[src/iba_pkg.sv]
`timescale 1ns / 1ps
// Package for the indexed block allocator.
// Holds the item and result codes and the internal item type; no dependencies.
package iba_pkg;

	localparam int unsigned BLK_W = 7;
	localparam int unsigned LEN_W = 7;

	typedef enum logic [0:0] {
		OP_START = 1'b0,
		OP_DATA  = 1'b1
	} opcode_t;

	typedef enum logic [2:0] {
		ST_PENDING   = 3'd0,
		ST_COMMITTED = 3'd1,
		ST_RANGE     = 3'd2,
		ST_TAKEN     = 3'd3,
		ST_TOO_MANY  = 3'd4,
		ST_IGNORED   = 3'd5
	} status_t;

	typedef struct packed {
		logic             opcode;
		logic [BLK_W-1:0] block_number;
		logic             last_block;
	} item_t;

endpackage

[src/iba_if.sv]
`timescale 1ns / 1ps
// Valid/ready channels of the indexed block allocator: request items and results.
// Depends on iba_pkg for field widths.
interface iba_item_if;
	logic                        valid;
	logic                        ready;
	logic                        opcode;
	logic [iba_pkg::BLK_W-1:0]   block_number;
	logic                        last_block;

	modport source (output valid, output opcode, output block_number, output last_block,
		input ready);
	modport sink (input valid, input opcode, input block_number, input last_block,
		output ready);
endinterface

interface iba_result_if;
	logic                        valid;
	logic                        ready;
	logic [2:0]                  status;
	logic [iba_pkg::LEN_W-1:0]   request_length;

	modport source (output valid, output status, output request_length, input ready);
	modport sink (input valid, input status, input request_length, output ready);
endinterface

[src/indexed_block_allocator.sv]
`timescale 1ns / 1ps
// Indexed block allocator: allocation bitmap with two-phase file requests.
// Each accepted item passes the input register, then the result register, which holds its result.
// Throughput: one item per cycle; input stalls only while the result register is held.
// Checks and bitmap updates are computed combinationally between the two registers.
// Reset (arst_n low) frees every block and closes any open request at once.
module indexed_block_allocator #(
	parameter int unsigned DISK_SIZE = 64
) (
	input  logic         clk,
	input  logic         arst_n,
	iba_item_if.sink     in_ch,
	iba_result_if.source out_ch
);

	logic           advance;
	logic           valid_s1;
	iba_pkg::item_t item_s1;

	iba_input_reg u_input_reg (
		.clk      (clk),
		.arst_n   (arst_n),
		.in_ch    (in_ch),
		.advance  (advance),
		.valid_s1 (valid_s1),
		.item_s1  (item_s1)
	);

	iba_alloc_core #(
		.DISK_SIZE (DISK_SIZE)
	) u_alloc_core (
		.clk      (clk),
		.arst_n   (arst_n),
		.valid_s1 (valid_s1),
		.item_s1  (item_s1),
		.advance  (advance),
		.out_ch   (out_ch)
	);

endmodule

[src/iba_input_reg.sv]
`timescale 1ns / 1ps
// Input register stage of the indexed block allocator.
// Depends on iba_pkg and iba_item_if.
module iba_input_reg (
	input  logic             clk,
	input  logic             arst_n,
	iba_item_if.sink         in_ch,
	input  logic             advance,
	output logic             valid_s1,
	output iba_pkg::item_t   item_s1
);

	logic v_s1;

	assign in_ch.ready = !v_s1 || advance;
	assign valid_s1    = v_s1;

	always_ff @(posedge clk or negedge arst_n) begin
		if (!arst_n) begin
			v_s1 <= 1'b0;
		end else if (in_ch.ready) begin
			v_s1 <= in_ch.valid;
		end
	end

	// hold payload while stalled
	always_ff @(posedge clk) begin
		if (in_ch.ready && in_ch.valid) begin
			item_s1.opcode       <= in_ch.opcode;
			item_s1.block_number <= in_ch.block_number;
			item_s1.last_block   <= in_ch.last_block;
		end
	end

endmodule

[src/iba_alloc_core.sv]
`timescale 1ns / 1ps
// Allocation state, per-item checks and result register of the allocator.
// Depends on iba_pkg and iba_result_if.
module iba_alloc_core #(
	parameter int unsigned DISK_SIZE = 64
) (
	input  logic             clk,
	input  logic             arst_n,
	input  logic             valid_s1,
	input  iba_pkg::item_t   item_s1,
	output logic             advance,
	iba_result_if.source     out_ch
);

	localparam int unsigned IDX_W = $clog2(DISK_SIZE);
	localparam int unsigned CNT_W = $clog2(DISK_SIZE + 1);

	logic [DISK_SIZE-1:0] allocated_q, pending_q;
	logic [IDX_W-1:0]     held_q;
	logic                 open_q, failed_q;
	logic [CNT_W-1:0]     count_q;

	logic [DISK_SIZE-1:0] allocated_d, pending_d, blk_oh;
	logic [IDX_W-1:0]     held_d, blk_idx;
	logic                 open_d, failed_d, in_range, hit;
	logic [CNT_W-1:0]     count_d;
	iba_pkg::status_t     status_d;

	logic                       out_v_q;
	iba_pkg::status_t           status_q;
	logic [iba_pkg::LEN_W-1:0]  len_q;

	assign advance = !out_v_q || out_ch.ready;

	assign in_range = item_s1.block_number < iba_pkg::BLK_W'(DISK_SIZE);
	assign blk_idx  = item_s1.block_number[IDX_W-1:0];
	assign blk_oh   = in_range ? (DISK_SIZE'(1) << blk_idx) : '0;
	assign hit      = |(allocated_q & blk_oh);

	always_comb begin
		allocated_d = allocated_q;
		pending_d   = pending_q;
		held_d      = held_q;
		open_d      = open_q;
		failed_d    = failed_q;
		count_d     = count_q;
		status_d    = iba_pkg::ST_IGNORED;
		if (item_s1.opcode == iba_pkg::OP_START) begin
			pending_d = '0;
			count_d   = '0;
			open_d    = 1'b1;
			failed_d  = 1'b0;
			if (!in_range) begin
				status_d = iba_pkg::ST_RANGE;
				failed_d = 1'b1;
			end else if (hit) begin
				status_d = iba_pkg::ST_TAKEN;
				failed_d = 1'b1;
			end else begin
				status_d  = iba_pkg::ST_PENDING;
				held_d    = blk_idx;
				pending_d = blk_oh;
			end
		end else if (!open_q) begin
			status_d = iba_pkg::ST_IGNORED;
		end else if (failed_q) begin
			status_d = iba_pkg::ST_IGNORED;
			if (item_s1.last_block) begin
				open_d    = 1'b0;
				failed_d  = 1'b0;
				pending_d = '0;
			end
		end else begin
			if (count_q >= CNT_W'(DISK_SIZE)) begin
				status_d = iba_pkg::ST_TOO_MANY;
			end else if (!in_range) begin
				status_d = iba_pkg::ST_RANGE;
			end else if (hit || item_s1.block_number == iba_pkg::BLK_W'(held_q)) begin
				status_d = iba_pkg::ST_TAKEN;
			end else begin
				status_d = iba_pkg::ST_PENDING;
			end
			if (status_d == iba_pkg::ST_PENDING) begin
				count_d   = count_q + CNT_W'(1);
				pending_d = pending_q | blk_oh;
				if (item_s1.last_block) begin
					allocated_d = allocated_q | pending_d;
					open_d      = 1'b0;
					failed_d    = 1'b0;
					pending_d   = '0;
					status_d    = iba_pkg::ST_COMMITTED;
				end
			end else begin
				pending_d = '0;
				failed_d  = 1'b1;
				if (item_s1.last_block) begin
					open_d   = 1'b0;
					failed_d = 1'b0;
				end
			end
		end
	end

	always_ff @(posedge clk or negedge arst_n) begin
		if (!arst_n) begin
			allocated_q <= '0;
			pending_q   <= '0;
			held_q      <= '0;
			open_q      <= 1'b0;
			failed_q    <= 1'b0;
			count_q     <= '0;
			out_v_q     <= 1'b0;
		end else if (advance) begin
			out_v_q <= valid_s1;
			if (valid_s1) begin
				allocated_q <= allocated_d;
				pending_q   <= pending_d;
				held_q      <= held_d;
				open_q      <= open_d;
				failed_q    <= failed_d;
				count_q     <= count_d;
			end
		end
	end

	always_ff @(posedge clk) begin
		if (advance && valid_s1) begin
			status_q <= status_d;
			len_q    <= iba_pkg::LEN_W'(count_d);
		end
	end

	assign out_ch.valid          = out_v_q;
	assign out_ch.status         = status_q;
	assign out_ch.request_length = len_q;

	a_pending_free: assert property (@(posedge clk) disable iff (!arst_n)
		(pending_q & allocated_q) == '0)
		else $error("pending block already allocated");

	a_alloc_sticky: assert property (@(posedge clk) disable iff (!arst_n)
		1'b1 |=> ((allocated_q & $past(allocated_q)) == $past(allocated_q)))
		else $error("allocated block freed");

	a_failed_open: assert property (@(posedge clk) disable iff (!arst_n)
		failed_q |-> (open_q && pending_q == '0))
		else $error("failed request not open or holds pending blocks");

	a_commit_len: assert property (@(posedge clk) disable iff (!arst_n)
		(out_v_q && status_q == iba_pkg::ST_COMMITTED) |-> (len_q != '0))
		else $error("commit with empty request");

	a_count_max: assert property (@(posedge clk) disable iff (!arst_n)
		count_q <= CNT_W'(DISK_SIZE))
		else $error("data count beyond disk size");

endmodule

[src/flat_wrapper.sv]
// flat-port wrapper written by rule: the top's interface ports become plain ports
module indexed_block_allocator_flat 
#(
	parameter int unsigned DISK_SIZE = 64
)
  (clk, arst_n, in_ch_valid, in_ch_opcode, in_ch_block_number, in_ch_last_block, in_ch_ready, out_ch_valid, out_ch_status, out_ch_request_length, out_ch_ready);
  iba_item_if in_ch_i ();
  iba_result_if out_ch_i ();
  input  logic clk;
  input  logic arst_n;
  input wire logic [$bits(in_ch_i.valid)-1:0] in_ch_valid;
  input wire logic [$bits(in_ch_i.opcode)-1:0] in_ch_opcode;
  input wire logic [$bits(in_ch_i.block_number)-1:0] in_ch_block_number;
  input wire logic [$bits(in_ch_i.last_block)-1:0] in_ch_last_block;
  output wire logic [$bits(in_ch_i.ready)-1:0] in_ch_ready;
  output wire logic [$bits(out_ch_i.valid)-1:0] out_ch_valid;
  output wire logic [$bits(out_ch_i.status)-1:0] out_ch_status;
  output wire logic [$bits(out_ch_i.request_length)-1:0] out_ch_request_length;
  input wire logic [$bits(out_ch_i.ready)-1:0] out_ch_ready;
  assign in_ch_i.valid = in_ch_valid;
  assign in_ch_i.opcode = in_ch_opcode;
  assign in_ch_i.block_number = in_ch_block_number;
  assign in_ch_i.last_block = in_ch_last_block;
  assign in_ch_ready = in_ch_i.ready;
  assign out_ch_valid = out_ch_i.valid;
  assign out_ch_status = out_ch_i.status;
  assign out_ch_request_length = out_ch_i.request_length;
  assign out_ch_i.ready = out_ch_ready;
  indexed_block_allocator #(.DISK_SIZE(DISK_SIZE)) u_core (.clk(clk), .arst_n(arst_n), .in_ch(in_ch_i), .out_ch(out_ch_i));
endmodule
[config.mk]
export PLATFORM = sky130hd
export DESIGN_NAME = indexed_block_allocator_flat
export DESIGN_NICKNAME = d
export VERILOG_FILES = /design/src/iba_pkg.sv /design/src/iba_if.sv /design/src/indexed_block_allocator.sv /design/src/iba_input_reg.sv /design/src/iba_alloc_core.sv /design/src/flat_wrapper.sv
export SDC_FILE = /design/constraint.sdc
export NUM_CORES = 1
export LEC_CHECK = 0
export BUFFER_PORTS_ARGS = -buffer_cell sky130_fd_sc_hd__buf_2
export CORE_ASPECT_RATIO = 1.75
export CORE_MARGIN = 2
export CORE_UTILIZATION = 62
export CTS_CLUSTER_DIAMETER = 60
export CTS_CLUSTER_SIZE = 24
export DETAILED_ROUTE_END_ITERATION = 10
export PLACE_DENSITY_LB_ADDON = 0.05
export SLEW_MARGIN = 5
export SYNTH_ARGS = -nofsm -noshare
export SYNTH_HDL_FRONTEND = slang
export SYNTH_SLANG_ARGS = --single-unit
export TNS_END_PERCENT = 20
[constraint.sdc]
create_clock -name clk -period 2.9 [get_ports clk]
set_clock_uncertainty 0.05 [all_clocks]
set_input_delay 0.725 -clock clk [delete_from_list [all_inputs] [get_ports clk]]
set_output_delay 0.725 -clock clk [all_outputs]
set_load 0.005 [all_outputs]
==> summary.md, run 1 <==
| Metric | Value |
|---|---|
| YS warnings | `0` |
| Largest net degree at the start of global routing | `72` |
| Final RePlAce weighted congestion | `0.992` |
| Total gr overflow | `0` |
| DR vias | `6307` |
| Hold Crit Class | `primary input to async pin` |
| Synth cell types | `66` |
| Vias per cell | `6.75` |
| Asr flop ratio synth | `0.884` |
| Fin. Hold Viols | `0` |
| Crit. Startpoint | `u_core.u_input_reg.item_s1[5]$_DFFE_PP_` |
| Antenna Cells | `0` |
| Final wirelength | `22500 um` |
| Worst Tran Pin Value | `0.697 ns` |
| PortBufs | `24` |
| Worst-path fanout max | `10` |
| RSZ-0062 raised after global routing | `true` |
| Post-synth top area share | `0.472` |
| Post-DP HPWL | `15100 um` |
| Crit-path leading delay family | `simple AND/OR/NAND/NOR gates` |
| RR Startpoint | `u_core.u_input_reg.item_s1[5]$_DFFE_PP_` |
| Die width | `88.2 um` |
| Layout Utilization | `0.756` |
| Max-slew violation count | `0` |
| Effective utilization at floorplan | `0.638` |
| Global Route Usage Sum | `0.359` |
| CTS tree | `built` |
| Clock Path Buffers | `2` |
| Synthesized area per cell | `11.1 um2` |
| Yosys reg bits | `164` |
| Worst path required time | `3.11 ns` |
| CP Launch Type | `flip-flop` |
| Crit end category | `flip-flop` |
| DR iter-0 viols | `531` |
| Slowest CP cell | `edfxtp_1` |
| Count of final setup violators | `0` |
| EDFF count, synth | `19` |
| Syn nets | `707` |
| Area Overhead vs Synth | `18.6%` |
| Die area | `13400 um2` |
| Lkg Pwr | `3.79 nW` |
| Initial antenna violation count | `0` |
| Filler Cells Inserted | `869` |
| Sequential fraction of the synthesis area | `0.546` |
| Largest area contributor in the netlist | `dfrtp_1` |
| Initial DRT Pass Iterations | `5` |
| Post-route minimum period | `2.88 ns` |
| Cell Area, Synth | `7690 um2` |
| Core area | `12100 um2` |
| Cell with the most instances after synthesis | `dfrtp_1` |
| Die H | `151 um` |
| Final nets | `772` |
| H-Tree Depth | `4` |
| Worst path buffer plus inverter count | `3` |
| Drc violations | `0` |
| Top post-synthesis cells by area | `dfrtp_1 47%, edfxtp_1 7.4%, o2bb2ai_1 6.7%, o21bai_1 6.1%, nor2_1 3.8%` |
| Vias in the first global route | `6248` |
| Share of cells above drive strength 1 | `0.225` |
| Top_reg_cell synth | `dfrtp_1` |
| Power per cell area | `598 nW/um2` |
| Max IR drop VDD | `0.424 mV` |
| WP data arrival | `3.09 ns` |
| Max_slew headroom | `0.535` |
| Crit Path Class | `flip-flop to flip-flop` |
| Crit-path most repeated cell | `buf_4` |
| Placed cells | `894` |
| Global-route wire length before repair | `35100 um` |
| Clk_lat worst skew | `0.44 ns` |
| Hold_buf cts | `0` |
| Top-Level Pins | `25` |
| Max-cap violations | `0` |
| Fmax | `348 MHz` |
| Root Buffer | `clkbuf_16` |
| Tcrit/Tclk final | `0.991` |
| Finished Layout Cells | `935` |
| Std cell rows | `53` |
| Critical path's largest stage delay | `0.51 ns` |
| # clock sinks | `164` |
| Cts bufs inserted | `17` |
| Status | `finished clean` |
| Critical path cell sequence | `nor2b_1 -> buf_4 -> buf_4 -> nand2_1 -> o21ai_1 -> and4bb_2 -> and2_2 -> buf_4 -> a31o_2 -> o21ai_0` |
| Post-DR wirelength/cell | `24.1 um` |
| Clk slew on worst S/H paths | `0.07 ns` |
| Synth top cells by count | `145 x dfrtp_1, 78 x nor2_1, 63 x o21bai_1` |
| Tot Pwr | `5.46 mW` |
| Syn Inst Count | `692` |
| Antenna viol nets, final | `0` |
## area by class of cell
| type | instances | area [um2] | area share |
|---|---|---|---|
| Clock buffer | 19 | 443 | 0.0485 |
| Clock inverter | 13 | 118 | 0.0129 |
| Inverter | 9 | 33.8 | 0.00370 |
| Multi-Input combinational cell | 463 | 3230 | 0.354 |
| Sequential cell | 164 | 4200 | 0.460 |
| Tap cell | 165 | 206 | 0.0226 |
| Timing Repair Buffer | 102 | 895 | 0.0981 |
## worst register-to-register path, stage by stage, from the launching register on
cell and delay [ns]:
edfxtp_1 0.51, nor2b_1 0.37, buf_4 0.20, buf_4 0.17
nand2_1 0.07, o21ai_1 0.28, and4bb_2 0.28, and2_2 0.24
buf_4 0.18, a31o_2 0.25, o21ai_0 0.09
## power by group
part	internal, mW	switching [mW]	leakage, nW
registers	2.45	0.108	2.17
logic	0.300	0.433	1.34
clock network	1.15	1.01	0.279
total	3.90	1.55	3.79
## sequential cells by signal, indices dropped and copies added (netlist names)
register / count
u_core.u_alloc_core.allocated_q: 64
u_core.u_alloc_core.pending_q: 64
u_core.u_input_reg.item_s1: 9
u_core.u_alloc_core.count_q: 7
u_core.u_alloc_core.out_ch.request_length: 7
u_core.u_alloc_core.held_q: 6
u_core.u_alloc_core.out_ch.status: 3
u_core.u_alloc_core.failed_q: 1
u_core.u_alloc_core.open_q: 1
u_core.u_alloc_core.out_ch.valid: 1
u_core.u_input_reg.valid_s1: 1
## timing repair
| item | CTS | global route |
|---|---|---|
| pin swaps | 0 | 2 |
| setup endpoints to repair | 34 | 138 |
| setup buffers | 0 | 9 |
| gates resized for setup | 6 | 17 |
## placed cells by master, fill, tap and decap left out, types with 4 or more instances in the layout
cell type	instances
nand4b_1	5
buf_2	23
clkinv_4	5
o21bai_1	63
edfxtp_1	19
nor2b_1	6
nand3b_1	7
buf_4	62
o21ai_0	8
nand3_1	19
and3_1	5
inv_1	7
inv_6	4
dfrtp_1	145
nand2b_1	9
nor2_1	77
mux2i_1	15
a32o_1	6
buf_12	14
o2bb2ai_1	59
nor4_1	6
nand2_1	29
or3_1	4
mux2_2	9
a31oi_1	29
clkbuf_16	17
xnor2_1	6
o211ai_1	4
nand4_2	4
nor3_1	7
nand4_1	4
a21oi_1	16
## routing by layer
| layer | wire length (um) | vias up | global-route usage | share of wire |
|---|---|---|---|---|
| met2 | 11500 | 326 | 0.600 | 0.51 |
| li1 | - | 2709 | - | - |
| met5 | 0 | - | 0 | 0 |
| met4 | 1610 | 0 | 0.223 | 0.071 |
| met3 | 1190 | 114 | 0.0534 | 0.053 |
| met1 | 8230 | 3158 | 0.427 | 0.37 |
## metrics by stage
stage | setup TNS (ns) | worst slack [ns] | instance area [um2] | hold WS [ns]
after floorplan | 0 | 0.322 | 7690 | 0.378
after global placement | 0 | 0.0468 | 8400 | 0.408
after detailed placement | -0.187 | -0.0337 | 8400 | 0.405
after CTS | 0 | 0.0125 | 8980 | 0.295
after global routing | -0.107 | -0.0444 | 9120 | 0.315
final | 0 | 0.0248 | 9120 | 0.267
## path summary, 6_finish.rpt
check | end | slack (ns) | cells past startpoint
worst max-delay path | u_core.u_alloc_core.out_ch.request_length[2]$_DFFE_PP_ | 0.02 | 10
worst max register to register | u_core.u_alloc_core.out_ch.request_length[2]$_DFFE_PP_ | 0.02 | 10
min in group clk | u_core.u_input_reg.item_s1[8]$_DFFE_PP_ | 0.41 | 1
worst min-delay path | u_core.u_alloc_core.allocated_q[14]$_DFFE_PN0P_ | 0.27 | 1
worst min register to register | u_core.u_alloc_core.allocated_q[1]$_DFFE_PN0P_ | 0.43 | 1
max in group asynchronous | u_core.u_alloc_core.allocated_q[5]$_DFFE_PN0P_ | 1.86 | 2
## kinds of logic (layout without fill, tap and decap cells)
family,Yosys count,in the layout,share of synthesized area
AND/OR/NAND/NOR,216,216,0.155
XOR/XNOR,6,6,0.00683
AO/OA/AOI/OAI,215,215,0.211
buffers and inverters,65,143,0.0460
flip-flops,164,164,0.546
multiplexers,24,24,0.0327
adder cells (fa/ha/maj),2,2,0.00325
(Power assumes the default switching activity.)
==> run 2, diff against run 1 <==
Settings changed: CTS_CLUSTER_SIZE 24 to 28, REMOVE_ABC_BUFFERS set to 1.
==> run 2 against run 1 <==
Compared with the run above:
- final cell count is 0.43% higher
- power is 0.93% lower
- via count is 0.49% lower
- fmax is 1.1% higher
- cell area is 0.19% higher
- sequential share of layout area is 0.088 points lower
- sequential power hardly changed
- clock power is 2% lower
- global-route usage is 0.33 points lower
- critical path depth is 1 higher
- setup slack better by 0.031 ns
- critical endpoint is now u_core.u_alloc_core.pending_q[53]$_DFFE_PN0P_
==> summary.md, run 2 (synthesis gave the netlist of run 1 again) <==
| Metric | Value |
|---|---|
| Share of cells above drive strength 1 | `0.230` |
| R2R setup slack | `0.06 ns` |
| Initial DRT Pass Iterations | `5` |
| Vias in the first global route | `6446` |
| Slowest CP cell | `edfxtp_1` |
| CTS tree | `built` |
| Global-route wire length before repair | `35300 um` |
| Lkg Pwr | `3.80 nW` |
| Crit-path leading delay family | `buffers and inverters` |
| PortBufs | `24` |
| Final RePlAce weighted congestion | `0.927` |
| Final nets | `776` |
| Critical path's largest stage delay | `0.42 ns` |
| Worst Tran Pin Value | `0.583 ns` |
| Crit-path most repeated cell | `buf_4` |
| Tcrit/Tclk final | `0.981` |
| Die H | `151 um` |
| Worst path buffer plus inverter count | `5` |
| Crit Path Class | `flip-flop to flip-flop` |
| Effective utilization at floorplan | `0.638` |
| WP data arrival | `3.13 ns` |
| Placed Area | `8460 um2` |
| Global Route Usage Sum | `0.356` |
| Root Buffer | `clkbuf_16` |
| Commonest non-fill, non-tap cell in the layout | `dfrtp_1` |
| R2r endpoint | `u_core.u_alloc_core.pending_q[53]$_DFFE_PN0P_` |
| Biggest regs | `u_core.u_alloc_core.allocated_q x64, u_core.u_alloc_core.pending_q x64, u_core.u_input_reg.item_s1 x9` |
| Post-route minimum period | `2.84 ns` |
| Status | `finished clean` |
| Std cell rows | `53` |
| Total gr overflow | `0` |
| Die width | `88.2 um` |
| Drc violations | `0` |
| Clk slew on worst S/H paths | `0.07 ns` |
| Antenna viol nets, final | `0` |
| Cts bufs inserted | `17` |
| Antenna Cells | `0` |
| Pre-CTS setup slack | `-0.167 ns` |
| CP Launch Type | `flip-flop` |
| Largest net degree at the start of global routing | `57` |
| Area Overhead vs Synth | `18.8%` |
| Final instance area | `9140 um2` |
| Final wirelength | `22200 um` |
| Worst-path fanout max | `14` |
| RR Startpoint | `u_core.u_input_reg.item_s1[2]$_DFFE_PP_` |
| Max_slew headroom | `0.611` |
| Worst path required time | `3.19 ns` |
| Max IR drop VDD | `0.453 mV` |
| Top-Level Pins | `25` |
| Fin. Hold Viols | `0` |
| Commonest cells after routing, fill and taps aside | `145 x dfrtp_1, 76 x nor2_1, 67 x buf_4, 62 x o21bai_1, 59 x o2bb2ai_1` |
| Die area | `13400 um2` |
| R2r worst-path depth | `11` |
| Fmax | `352 MHz` |
| # clock sinks | `164` |
| Max-cap violations | `0` |
| Post-DP HPWL | `14700 um` |
| Core area | `12100 um2` |
| Vias per cell | `6.68` |
| H-Tree Depth | `4` |
| Clk_lat worst skew | `0.43 ns` |
| Count of final setup violators | `0` |
| Post-route setup slack | `0.0562 ns` |
| Post-DR wirelength/cell | `23.6 um` |
| Max-slew violation count | `0` |
| Critical path cell sequence | `buf_4 -> buf_4 -> nor4b_2 -> buf_4 -> a32oi_1 -> o2111a_1 -> and4b_2 -> buf_4 -> nand4_1 -> buf_12 -> o2bb2ai_1` |
| Hold Crit Class | `primary input to async pin` |
| DR vias | `6276` |
| Initial antenna violation count | `0` |
| Power per cell area | `591 nW/um2` |
| DR iter-0 viols | `682` |
| Hold_buf cts | `0` |
| Crit end category | `flip-flop` |
| Clock Path Buffers | `2` |
-- run 2: worst max-delay path by stage --
stage / startpoint / endpoint / slack [ns] / cells after the start
6_report: u_core.u_input_reg.item_s1[2]$_DFFE_PP_ / u_core.u_alloc_core.pending_q[53]$_DFFE_PN0P_ / 0.06 / 11
5_1_grt: u_core.u_input_reg.item_s1[6]$_DFFE_PP_ / u_core.u_alloc_core.out_ch.request_length[5]$_DFFE_PP_ / -0.02 / 10
4_1_cts: u_core.u_input_reg.item_s1[2]$_DFFE_PP_ / u_core.u_alloc_core.pending_q[35]$_DFFE_PN0P_ / 0.01 / 11
3_5_place_dp: u_core.u_input_reg.item_s1[2]$_DFFE_PP_ / u_core.u_alloc_core.pending_q[53]$_DFFE_PN0P_ / -0.17 / 9
3_3_place_gp: u_core.u_input_reg.item_s1[2]$_DFFE_PP_ / u_core.u_alloc_core.pending_q[45]$_DFFE_PN0P_ / -0.13 / 9
2_1_floorplan: u_core.u_input_reg.item_s1[5]$_DFFE_PP_ / u_core.u_alloc_core.pending_q[17]$_DFFE_PN0P_ / -1.15 / 7
-- run 2: stage by stage --
step	power [mW]	utilization	hold WS [ns]	std cells	TNS, ns
final	5.41	0.757	0.217	939	0
after global routing	5.60	0.757	0.264	939	-0.0369
after CTS	5.40	0.749	0.246	937	0
after detailed placement	3.30	0.701	0.399	901	-8.33
after global placement	3.26	0.701	0.396	901	-7.44
after floorplan	2.94	-	0.378	636	-114.22
-- run 2: layout make-up --
cell class              instances  area [um2]
flip-flops and latches        164        4200
multi-input cells             463        3230
fillers                       855        2930
repair buffers                106         921
clock buffers                  18         429
well taps                     165         206
clock inverters                14         119
inverters                       9        33.8
-- run 2: power by group --
group / switching [mW] / internal (mW)
Combinational: 0.427 / 0.302
Sequential: 0.108 / 2.45
Clock: 0.992 / 1.12
Total: 1.53 / 3.88
-- run 2: routing by layer --
layer / wire [um] / share of wire / GRT usage
met1: 8270 / 0.37 / 0.437
met2: 11400 / 0.52 / 0.589
met3: 1190 / 0.054 / 0.0529
met4: 1270 / 0.057 / 0.206
met5: 0 / 0 / 0
-- run 2: what timing repair did --
action,4_1_cts,5_1_grt
buffers inserted,4,2
pin swaps,0,3
gates cloned,0,0
resized for setup,3,19
setup endpoints to repair,145,143
==> run 3, diff against run 2 <==
Settings changed: RECOVER_POWER set to 50.
==> run 3 against run 2 <==
Compared with the run above:
- the run now ends with max-capacitance violations, max-slew violations left
- die area did not move
- count of clock-buffer cells in the layout unchanged
- utilization down 0.32 points
- final cell count unchanged
- register-to-register slack barely moved
- worst hold slack improved by 0.20 ns
- power down 0.11%
- sequential cell count unchanged
- setup slack got worse by 0.0095 ns
- sequential power is essentially flat
==> summary.md, run 3 (synthesis gave the netlist of run 1 again) <==
| Metric | Value |
|---|---|
| Area Overhead vs Synth | `18.3%` |
| Effective utilization at floorplan | `0.638` |
| Largest net degree at the start of global routing | `57` |
| Power per cell area | `593 nW/um2` |
| Failing checks | `max-capacitance violations, max-slew violations` |
| Commonest cells after routing, fill and taps aside | `145 x dfrtp_1, 76 x nor2_1, 66 x buf_4, 62 x o21bai_1, 59 x o2bb2ai_1` |
| Clock Path Buffers | `2` |
| H-Tree Depth | `4` |
| Share of cells above drive strength 1 | `0.230` |
| Hold slack final | `0.419 ns` |
| DR iter-0 viols | `673` |
| Die H | `151 um` |
| Final wirelength | `22100 um` |
| Routed length on met2 | `11400 um` |
| PortBufs | `24` |
| Global-route wire length before repair | `35300 um` |
| Lkg Pwr | `3.78 nW` |
| Drc violations | `0` |
| # clock sinks | `164` |
| WP data arrival | `3.14 ns` |
| Final instance area | `9100 um2` |
| Commonest non-fill, non-tap cell in the layout | `dfrtp_1` |
| Core area | `12100 um2` |
| Crit Path Class | `flip-flop to flip-flop` |
| Top-Level Pins | `25` |
| Top Layer Used | `met4` |
| Final setup TNS | `0 ns` |
| Vias in the first global route | `6446` |
| Final nets | `776` |
| Antenna viol nets, final | `0` |
| Max-cap violations | `1` |
| Std cell rows | `53` |
| Max-slew violation count | `56` |
| Met1 Wirelength | `8240 um` |
| Die area | `13400 um2` |
| Biggest regs | `u_core.u_alloc_core.allocated_q x64, u_core.u_alloc_core.pending_q x64, u_core.u_input_reg.item_s1 x9` |
| Count of final setup violators | `0` |
| Total gr overflow | `0` |
| Die width | `88.2 um` |
| Worst-path fanout max | `14` |
| Worst Tran Pin Value | `1.51 ns` |
| Fmax | `350 MHz` |
| Max_slew headroom | `-0.00508` |
| Post-DP HPWL | `14700 um` |
| Status | `finished with violations` |
| Root Buffer | `clkbuf_16` |
| Fin. Hold Viols | `0` |
| Hold Crit Class | `primary input to flip-flop` |
| Hold_buf cts | `0` |
| Crit end category | `flip-flop` |
| Worst path required time | `3.19 ns` |
| Clk slew on worst S/H paths | `0.07 ns` |
| Cts bufs inserted | `17` |
| Max IR drop VDD | `0.449 mV` |
| Vias per cell | `6.68` |
| Global Route Usage Sum | `0.356` |
| Tcrit/Tclk final | `0.984` |
| DR vias | `6275` |
| CP Launch Type | `flip-flop` |
| Placed Area | `8460 um2` |
| Post-route minimum period | `2.85 ns` |
| Met3 wire len | `1100 um` |
| Final RePlAce weighted congestion | `0.927` |
| Antenna Cells | `0` |
| Initial antenna violation count | `0` |
| Post-DR wirelength/cell | `23.5 um` |
| Clk_lat worst skew | `0.42 ns` |
| CTS tree | `built` |
| Initial DRT Pass Iterations | `5` |
| Layout Utilization | `0.754` |
## run 3: path summary, 6_finish.rpt
check                                                                start                                               to  slack [ns]  depth (start not counted)
max                                u_core.u_input_reg.item_s1[2]$_DFFE_PP_    u_core.u_alloc_core.pending_q[53]$_DFFE_PN0P_        0.05                         11
max in group asynchronous                                           arst_n   u_core.u_alloc_core.allocated_q[1]$_DFFE_PN0P_        0.51                          2
min in group asynchronous                                           arst_n       u_core.u_alloc_core.count_q[3]$_DFFE_PN0P_        0.61                          1
min                                                  in_ch_block_number[0]          u_core.u_input_reg.item_s1[1]$_DFFE_PP_        0.42                          1
max reg2reg                        u_core.u_input_reg.item_s1[2]$_DFFE_PP_    u_core.u_alloc_core.pending_q[53]$_DFFE_PN0P_        0.05                         11
min reg2reg                u_core.u_alloc_core.allocated_q[40]$_DFFE_PN0P_  u_core.u_alloc_core.allocated_q[40]$_DFFE_PN0P_        0.42                          1
## run 3: final cells by class
type | instances | area [um2]
clock inverters | 14 | 119
well taps | 165 | 206
repair buffers | 106 | 882
flip-flops and latches | 164 | 4200
fillers | 862 | 2970
multi-input cells | 463 | 3230
inverters | 9 | 33.8
clock buffers | 18 | 429
## run 3: where the power goes
part | total, mW | switching [mW] | internal [mW]
clock | 2.12 | 0.992 | 1.12
sequential | 2.56 | 0.108 | 2.45
combinational | 0.722 | 0.427 | 0.296
## run 3: per-stage QoR
stage	cells	setup WS, ns	total power [mW]
after CTS	937	0.0115	5.40
after detailed placement	901	-0.167	3.30
after floorplan	636	-1.15	2.94
after global routing	939	-0.0151	5.59
final	939	0.0467	5.40
after global placement	901	-0.130	3.26
## run 3: critical path: stages, from the launching register on
cell and delay, ns:
edfxtp_1 0.42, buf_4 0.19, buf_4 0.16, nor4b_2 0.16
buf_4 0.16, a32oi_1 0.29, o2111a_1 0.30, and4b_2 0.33
buf_4 0.17, nand4_1 0.15, buf_12 0.21, o2bb2ai_1 0.17
## run 3: routing by layer
| metal | track usage | vias up |
|---|---|---|
| met1 | 0.437 | 3180 |
| met5 | 0 | - |
| met4 | 0.206 | 0 |
| met2 | 0.589 | 282 |
| li1 | - | 2726 |
| met3 | 0.0529 | 87 |
## run 3: what timing repair did
item | CTS | global route
endpoints found under the setup margin | 145 | 143
gates resized for setup | 3 | 19
pin swaps | 0 | 3
buffers inserted | 4 | 2
